### src/rtl/fbgi_pkg.sv
// Package for the font block glyph index core.
// Holds widths, action codes and the range check result type.
// No dependencies.
package fbgi_pkg;

    localparam int MAX_BLOCKS = 16;
    localparam int IDX_W      = $clog2(MAX_BLOCKS);
    localparam int CNT_W      = 5;
    localparam int CODE_W     = 16;
    localparam int SIZE_W     = CODE_W + 1;
    localparam int BLKNUM_W   = 4;
    localparam int GLYPH_W    = 20;

    localparam logic ACT_WRITE  = 1'b0;
    localparam logic ACT_LOOKUP = 1'b1;

    // Result of checking one code against one range entry
    typedef struct packed {
        logic              hit;     // start <= code <= end
        logic [SIZE_W-1:0] size;    // end - start + 1, zero when reversed
        logic [CODE_W-1:0] offset;  // code - start
    } range_res_t;

endpackage

### src/rtl/font_block_glyph_index_core.sv
// Top level of the font block glyph index core: range table, scan sequencer,
// output register. Depends on fbgi_pkg and fbgi_range_unit.
//
//  channel | direction | handshake          | moves
//  --------+-----------+--------------------+-------------------------------------
//  in      | input     | in_valid/in_stall  | write or lookup request
//  out     | output    | out_valid/out_stall| found, block_number, glyph_index
//  cfg     | input     | cfg_valid/cfg_ready| block_count register value
//
// A write request gives no result. A lookup request scans the table from
// entry 0 up to the first matching entry, or up to block_count capped at
// MAX_BLOCKS when none matches (an empty table ends it at once): one table
// entry goes through the shared range unit per cycle, with the next entry
// prefetched from the table read port.
// Reset clears the sequencer, block_count and the output valid; the range
// table holds garbage until written. A stalled result holds the scan on its
// final entry until the output register frees up.
module font_block_glyph_index_core (
    input  logic                          clk,
    input  logic                          rst_n,
    // request channel
    input  logic                          in_valid,
    output logic                          in_stall,
    input  logic                          action,
    input  logic [3:0]                    entry_index,
    input  logic [fbgi_pkg::CODE_W-1:0]   range_start,
    input  logic [fbgi_pkg::CODE_W-1:0]   range_end,
    input  logic [fbgi_pkg::CODE_W-1:0]   char_code,
    // result channel
    output logic                          out_valid,
    input  logic                          out_stall,
    output logic                          found,
    output logic [fbgi_pkg::BLKNUM_W-1:0] block_number,
    output logic [fbgi_pkg::GLYPH_W-1:0]  glyph_index,
    // configuration channel
    input  logic                          cfg_valid,
    output logic                          cfg_ready,
    input  logic [fbgi_pkg::CNT_W-1:0]    cfg_data
);
    import fbgi_pkg::*;

    typedef enum logic [1:0] {
        ST_IDLE = 2'b01,
        ST_SCAN = 2'b10
    } state_t;

    state_t state_reg, state_next;

    // Range table, one read port with registered data
    logic [CODE_W-1:0] start_mem [MAX_BLOCKS];
    logic [CODE_W-1:0] end_mem   [MAX_BLOCKS];
    logic [CODE_W-1:0] rd_start_reg;
    logic [CODE_W-1:0] rd_end_reg;
    logic [IDX_W-1:0]  rd_addr;
    logic              rd_en;

    logic [CNT_W-1:0]   block_count_reg;
    logic [CNT_W-1:0]   count_reg, count_next;
    logic [CNT_W-1:0]   count_sat;
    logic [IDX_W-1:0]   idx_reg, idx_next;
    logic [GLYPH_W-1:0] base_reg, base_next;
    logic [CODE_W-1:0]  code_reg, code_next;

    logic               out_valid_reg;
    logic               out_found_reg;
    logic [BLKNUM_W-1:0] out_block_reg;
    logic [GLYPH_W-1:0] out_glyph_reg;

    logic               in_accept;
    logic               wr_en;
    logic               lookup_start;
    logic               out_free;
    logic               last_entry;
    logic               hit_valid;
    logic               finish;
    range_res_t         rres;

    assign in_stall  = (state_reg != ST_IDLE);
    assign in_accept = in_valid && !in_stall;
    assign wr_en        = in_accept && (action == ACT_WRITE);
    assign lookup_start = in_accept && (action == ACT_LOOKUP);

    // Config must only arrive while idle; the block itself does not enforce this, and it is always taken
    assign cfg_ready = 1'b1;

    assign out_free  = !out_valid_reg || !out_stall;
    assign count_sat = (block_count_reg > CNT_W'(MAX_BLOCKS)) ? CNT_W'(MAX_BLOCKS)
                                                              : block_count_reg;

    fbgi_range_unit u_range (
        .code (code_reg),
        .lo   (rd_start_reg),
        .hi   (rd_end_reg),
        .res  (rres)
    );

    // An empty table ends the scan at once with no match
    assign last_entry = (count_reg == '0) ||
                        (count_reg == ({1'b0, idx_reg} + CNT_W'(1)));
    assign hit_valid  = rres.hit && (count_reg != '0);
    assign finish     = (state_reg == ST_SCAN) && (hit_valid || last_entry) && out_free;

    always_comb
    begin
        state_next = state_reg;
        count_next = count_reg;
        idx_next   = idx_reg;
        base_next  = base_reg;
        code_next  = code_reg;
        rd_en      = 1'b0;
        rd_addr    = '0;
        case (state_reg)
            ST_IDLE:
            begin
                if (lookup_start)
                begin
                    state_next = ST_SCAN;
                    count_next = count_sat;
                    idx_next   = '0;
                    base_next  = '0;
                    code_next  = char_code;
                    rd_en      = 1'b1;
                    rd_addr    = '0;
                end
            end
            ST_SCAN:
            begin
                if (hit_valid || last_entry)
                begin
                    if (out_free)
                    begin
                        state_next = ST_IDLE;
                    end
                end
                else
                begin
                    // Accumulate this entry's size, prefetch the next one
                    idx_next  = idx_reg + IDX_W'(1);
                    base_next = base_reg + GLYPH_W'(rres.size);
                    rd_en     = 1'b1;
                    rd_addr   = idx_reg + IDX_W'(1);
                end
            end
            default:
            begin
                state_next = ST_IDLE;
            end
        endcase
    end

    always_ff @(posedge clk or negedge rst_n)
    begin
        if (!rst_n)
        begin
            state_reg       <= ST_IDLE;
            block_count_reg <= '0;
            out_valid_reg   <= 1'b0;
        end
        else
        begin
            state_reg <= state_next;
            if (cfg_valid && cfg_ready)
            begin
                block_count_reg <= cfg_data;
            end
            if (finish)
            begin
                out_valid_reg <= 1'b1;
            end
            else if (!out_stall)
            begin
                out_valid_reg <= 1'b0;
            end
        end
    end

    // Datapath registers, no reset needed
    always_ff @(posedge clk)
    begin
        count_reg <= count_next;
        idx_reg   <= idx_next;
        base_reg  <= base_next;
        code_reg  <= code_next;
        if (finish)
        begin
            out_found_reg <= hit_valid;
            out_block_reg <= hit_valid ? BLKNUM_W'(idx_reg) : '0;
            out_glyph_reg <= hit_valid ? (base_reg + GLYPH_W'(rres.offset)) : '0;
        end
    end

    // Table write and registered read
    always_ff @(posedge clk)
    begin
        if (wr_en)
        begin
            start_mem[entry_index[IDX_W-1:0]] <= range_start;
            end_mem[entry_index[IDX_W-1:0]]   <= range_end;
        end
    end

    always_ff @(posedge clk)
    begin
        if (rd_en)
        begin
            rd_start_reg <= start_mem[rd_addr];
            rd_end_reg   <= end_mem[rd_addr];
        end
    end

    assign out_valid    = out_valid_reg;
    assign found        = out_found_reg;
    assign block_number = out_block_reg;
    assign glyph_index  = out_glyph_reg;

endmodule

### src/rtl/fbgi_range_unit.sv
// Shared range check unit: compares a code against one table entry.
// Gives hit, entry size and offset of the code inside the entry.
// Depends on fbgi_pkg.
module fbgi_range_unit (
    input  logic [fbgi_pkg::CODE_W-1:0] code,
    input  logic [fbgi_pkg::CODE_W-1:0] lo,
    input  logic [fbgi_pkg::CODE_W-1:0] hi,
    output fbgi_pkg::range_res_t        res
);
    import fbgi_pkg::*;

    logic ge_lo;
    logic le_hi;
    logic reversed;

    assign ge_lo    = (code >= lo);
    assign le_hi    = (code <= hi);
    assign reversed = (hi < lo);

    always_comb
    begin
        res.hit    = ge_lo && le_hi;
        res.offset = code - lo;
        if (reversed)
        begin
            res.size = '0;
        end
        else
        begin
            res.size = {1'b0, hi} - {1'b0, lo} + SIZE_W'(1);
        end
    end

endmodule
### config.mk
export PLATFORM = sky130hd
export DESIGN_NAME = font_block_glyph_index_core
export DESIGN_NICKNAME = d
export VERILOG_FILES = /design/src/rtl/fbgi_pkg.sv /design/src/rtl/font_block_glyph_index_core.sv /design/src/rtl/fbgi_range_unit.sv
export SDC_FILE = /design/constraint.sdc
export NUM_CORES = 1
export LEC_CHECK = 0
export ABC_AREA = 1
export ABC_CLOCK_PERIOD_IN_PS = 3600
export BUFFER_PORTS_ARGS = -buffer_cell sky130_fd_sc_hd__buf_2
export CORE_UTILIZATION = 40
export CTS_CLUSTER_DIAMETER = 80
export CTS_CLUSTER_SIZE = 12
export DETAILED_ROUTE_END_ITERATION = 10
export PLACE_DENSITY = 0.67
export SLEW_MARGIN = 30
export SYNTH_ARGS = -nofsm -noshare
export SYNTH_HDL_FRONTEND = slang
export SYNTH_SLANG_ARGS = --single-unit
### constraint.sdc
create_clock -name clk -period 3.6 [get_ports clk]
set_clock_uncertainty 0.05 [all_clocks]
set_input_delay 0.9 -clock clk [delete_from_list [all_inputs] [get_ports clk]]
set_output_delay 0.9 -clock clk [all_outputs]
set_load 0.01 [all_outputs]
[Word-level counts from Yosys, hierarchy flattened]
Memory sizes are Yosys's and may differ from the RTL's. A register that Yosys moved wholly into a read port is not among the register bits.
Cells that the tools add are included.
Word-level totals
  register bits after elaboration: 78
  RAM bits: 512
  input port bits: 63
  output and inout port bits: 28
  logic and storage cells: 72
  memories: 2
Operators by class
  add/subtract/negate cells: 7
  magnitude comparators: 4
  eq/ne operators: 9
  mux-type cells: 20
  bitwise operators: 1
  reductions and logical operators: 19
Memories
  end_mem: depth 16, bits a word 16, read ports 1, clocked after memory_dff 1, write ports 1, line font_block_glyph_index_core.sv:51  | logic [CODE_W-1:0] end_mem [MAX_BLOCKS];
  start_mem: depth 16, bits a word 16, read ports 1, clocked after memory_dff 1, write ports 1, line font_block_glyph_index_core.sv:50  | logic [CODE_W-1:0] start_mem [MAX_BLOCKS];
Operators with widths (number)
  2-to-1 mux 20 bit: 2
  case mux 20 bit (2 select lines): 1
  adder 20 x 16 -> 20 bit: 1
  adder 20 x 17 -> 20 bit: 1
  adder 17 x 1 -> 17 bit (second input constant): 1
  2-to-1 mux 17 bit: 1
  subtractor 16 x 16 -> 17 bit: 1
  >= comparator 16 bit: 1
  <= comparator 16 bit: 1
  less-than comparator 16 bit: 1
  2-to-1 mux 4 bit: 4
  subtractor 16 bit: 1
  case mux 4 bit (2 select lines): 1
  logical AND 1 bit: 7
  2-to-1 mux 1 bit: 6
  2-to-1 mux 2 bit: 3
  inequality test 2 x 1 -> 1 bit (second input constant): 3
  inequality test 2 bit (second input constant): 3
  AND reduction 3 bit: 2
  adder 4 x 1 -> 5 bit (second input constant): 1
  equality test 5 bit: 1
  greater-than comparator 5 bit (second input constant): 1
  logical NOT 5 bit: 1
  nonzero test 5 bit: 1
  10 further kinds: 14

[Longest topological paths before layout]
  depth in word-level cells: 7
  depth in mapped cells: 26
  depth with buffers taken out: 26

[Hierarchy]
A second synthesis with hierarchy kept.
Unflattened totals
  cell total of the unflattened synthesis: 3070
  area total of the unflattened synthesis: 30949.7 um^2
By module, submodules not included
  font_block_glyph_index_core: times used 1, cells an instance 2556, area an instance 28050.7 um^2, seq. area each 18639.1 um^2
  fbgi_range_unit: times used 1, cells an instance 514, area an instance 2899.0 um^2, seq. area each 0.0 um^2

[Worst setup path before layout]
Ideal clock, no wire load.
  path kind: register to register
  start point: reg rd_start_reg[1], read port of start_mem
  end point: reg base_reg[18] (data pin)
  library setup time: 146 ps
  arrival time: 3696 ps
  data required time: 3404 ps
  setup slack: -292 ps
  cell stages (with the launch flop): 27
  path buffers: 0
  clock period less this slack: 3892 ps
  cell sequence: edfxtp_1 inv_1 ha_1 inv_1 ha_1 inv_1 fa_1 inv_1 nand3_1 nand2_1 nand2_1 a21oi_1 a31oi_1 o21ai_0 nand3_1 nand2_1 xor2_1 nor2_1 ha_1 nand2_1 nor2_1 inv_1 nor4_1 nand4_1 nand3_1 o21ai_0 a21oi_1
On the way
  word-level cells in the longest chain between the ends: 6
  elaborated cells between the ends (all ways): 7
  those cells by class: add/sub: 3; order compare: 1; mux: 3
RTL lines
  start: declaration: line font_block_glyph_index_core.sv:52  | logic [CODE_W-1:0] rd_start_reg;
  subtractor 16 x 16 -> 17 bit: line fbgi_range_unit.sv:30  | res.size = {1'b0, hi} - {1'b0, lo} + SIZE_W'(1);
  adder 17 x 1 -> 17 bit: line fbgi_range_unit.sv:30
  2-to-1 mux 17 bit *: line fbgi_range_unit.sv:24  | if (reversed)
  adder 20 x 17 -> 20 bit *: line font_block_glyph_index_core.sv:139  | base_next = base_reg + GLYPH_W'(rres.size);
  2-to-1 mux 20 bit *: line font_block_glyph_index_core.sv:128  | if (hit_valid || last_entry)
  case mux 20 bit (2 select lines) *: line font_block_glyph_index_core.sv:112  | case (state_reg)
  end signal: assignment: line font_block_glyph_index_core.sv:182  | base_reg <= base_next;
  end: declaration: line font_block_glyph_index_core.sv:61  | logic [GLYPH_W-1:0] base_reg, base_next;
Mark *: on every way between the ends. The rest lies on a longest branch, timed or not. The select of a mux whose other input is x is not followed.
A chain may end at the register's enable or synchronous reset.

[Worst setup path in the final report]
Ends and elaborated chain as after synthesis.

==> qor.yml <==
portBuffers: 89
drtIter0Drc: 2105
gr-total-overflow: 0
fin_setup_tns_ps: -1920
boundaryPins: 91
clockPowerShare_pct: 19.5
max_freq_ghz: 0.252
coreArea_mm2: 0.0762
syn_inst: 3089
cts_tree: "yes"
ys.flop_type: "edfxtp_1"
multi_input_area_mm2: 0.00989
layout_setup_ws_ps: -372
cp_data_arrival_time_ps: 4380
wl_um: 81200
first_pass_iters: 5
swShare_pct: 38.8
reg2reg_to: "base_reg[18]"
die_h_um: 280
grt_usage_pct: 20.3
ys_seq_elements: 622
cts_buffers: 58
final_hold_viol_count: 0
cap_violations: 0
violations: "negative setup slack"
vias: 23000
path_clk_slew_ps: 70
synth_seq_area_share_pct: 60.4
routabilityCongestion: 0.892
clkSinkCount: 622
areaGrowthSynthToFinish_pct: 19.3
setup_violations: 9
wl_met3_um: 5240
synth_cell_types: 40
p_per_area_mw_per_mm2: 761
cp_common_cell: "inv_2"
antenna_found_initial: 4
endpoint_kind: "register"
hp-class: "in -> async"
worstSetupPathType: "reg -> reg"
worstSkewPairLatency_ps: 650
syn_area_mm2: 0.0309
clockRootBuffer: "clkbuf_16"
p_comb_share_pct: 48.6
async_flop_share_pct: 1.29
postRouteAntennaNets: 0
slew_violations: 0
drt-met1-wl_um: 33000
crit_path_start_kind: "register"
wl_met2_um: 40500
p_int_w: 0.0171
nets: 3502
rsz0062_at_grt: "yes"
critPathMaxStageDelay_ps: 410
die_w_um: 280
place_area_mm2: 0.0345
num-fill-cells: 6721
htree_levels: 2
required_ps: 4010
synth_fp_nets: 3264
max_slew_margin_pct: 49.5
start_util_pct: 40.5
drc: 0
path_max_fanout: 4
leakagePower_nw: 15.8
vdd_drop_max_uv: 401
seqCellArea_mm2: 0.0186
min_period_over_period_pct: 110
synth_edf_count: 614
wl_per_cell_um: 18.6
grt_pass1_vias: 22000
layout-drive-gt1-share_pct: 16.8
dp.final_hpwl_um: 48400
final_cell_area_mm2: 0.0368
mostFrequentLayoutCell: "inv_1"
p_seq_share_pct: 31.9
rr_startpoint: "rd_start_reg[1]"
mostFrequentLayoutCells: "inv_1, edfxtp_1, nand3_1"
outcome: "finished, violations left"
dieArea_mm2: 0.0783
grt_max_degree: 107
viasPerCell: 5.26
grt_pass1_wl_um: 124000
min_period_ps: 3970
reg2reg_slack_ps: -370
cts.path.max_buffers: 3
hold_ws_ps: 38.2
switchingPower_w: 0.0109
r2r_cells: 26
cts_hold_buffers: 0
avgSynthCellArea_um2: 9.99
rows: 101
worst_pin_slew_ps: 757
fin_util_pct: 48.3
cpMaxStageDelayCell: "edfxtp_1"
synth_warnings: 0
dr.max_layer_used: "met5"
power groups by stage:
stage | Combinational, W | Clock [W] | Sequential [W]
floorplan | 0.00684 | 0 | 0.00898
global placement | 0.0116 | 0 | 0.00907
detailed placement | 0.0118 | 0 | 0.00907
CTS | 0.0124 | 0.00553 | 0.00893
global route | 0.0149 | 0.00580 | 0.00898
finish | 0.0136 | 0.00546 | 0.00894
final cells by class:
| class | instances | area share (%) |
|---|---|---|
| well taps | 1030 | 3.50 |
| repair buffers | 347 | 8.25 |
| inverters | 647 | 6.60 |
| clock inverters | 5 | 0.194 |
| flip-flops and latches | 622 | 50.6 |
| diodes | 1 | 0.00679 |
| multi-input cells | 1651 | 26.8 |
| clock buffers | 67 | 4.03 |
worst max-delay path, delay by kind of cell (launching register included):
kind	cells	cell delay (ps)
XOR/XNOR	1	140
AND/OR/NAND/NOR	11	1180
adder cells (fa/ha/maj)	4	1040
flip-flops	1	410
AO/OA/AOI/OAI	5	630
buffers and inverters	5	330
timing repair:
item,in CTS,in global routing
setup endpoints to repair,35,53
buffers inserted,13,13
gates resized for setup,59,103
hold endpoints to repair,0,0
pin swaps,21,50
synthesized netlist by cell type (4+ instances only):
library cell  count  share of area (%)
inv_1           645                7.8
edfxtp_1        614                 60
nand3_1         486                7.9
nand2_1         436                5.3
nand4_1         265                5.4
ha_1            101                4.1
nor2_1          100                1.2
a21oi_1          98                1.6
clkbuf_1         97                1.2
o21ai_0          60               0.97
buf_2            48               0.78
buf_1            21               0.26
xor2_1           21               0.60
xnor2_1          12               0.34
fa_1             11               0.71
a31oi_1           9               0.18
nor3_1            8               0.13
dfrtp_1           7               0.57
o21a_1            7               0.17
o21bai_1          5               0.12
a21o_1            4              0.097
or2_2             4              0.081
per-layer routing:
| metal | vias to the layer above | global-route usage (%) |
|---|---|---|
| li1 | 11000 | - |
| met1 | 11000 | 25.6 |
| met2 | 809 | 35.5 |
| met3 | 157 | 3.06 |
| met4 | 4 | 7.01 |
| met5 | - | 0 |
how the worst max path moves through the flow:
stage	start	endpoint	slack, ps	cells after the start
after CTS	rd_end_reg[1]	base_reg[18]	-190	24
after global routing	rd_start_reg[1]	base_reg[18]	-590	26
after floorplan	rd_start_reg[1]	base_reg[18]	-60	26
after global placement	rd_end_reg[1]	base_reg[17]	-270	24
final	rd_start_reg[1]	base_reg[18]	-370	26
after detailed placement	rd_end_reg[1]	base_reg[18]	-280	25
metrics by stage:
stage | std cells | setup WS, ps | power [W]
after floorplan | 3089 | -61.1 | 0.0158
after global placement | 4271 | -274 | 0.0207
after detailed placement | 4271 | -282 | 0.0208
after CTS | 4356 | -191 | 0.0269
after global routing | 4369 | -595 | 0.0296
final | 4370 | -372 | 0.0280
kinds of logic (layout without fill, tap and decap cells):
family,count (synthesis),count (layout),share of synthesized area (%)
flip-flops,622,622,60.4
other,1,2,0.0121
AND/OR/NAND/NOR,1306,1306,20.1
AO/OA/AOI/OAI,199,199,3.58
buffers and inverters,816,1066,10.2
XOR/XNOR,33,33,0.936
adder cells (fa/ha/maj),112,112,4.81
(Power assumes the default switching activity.)
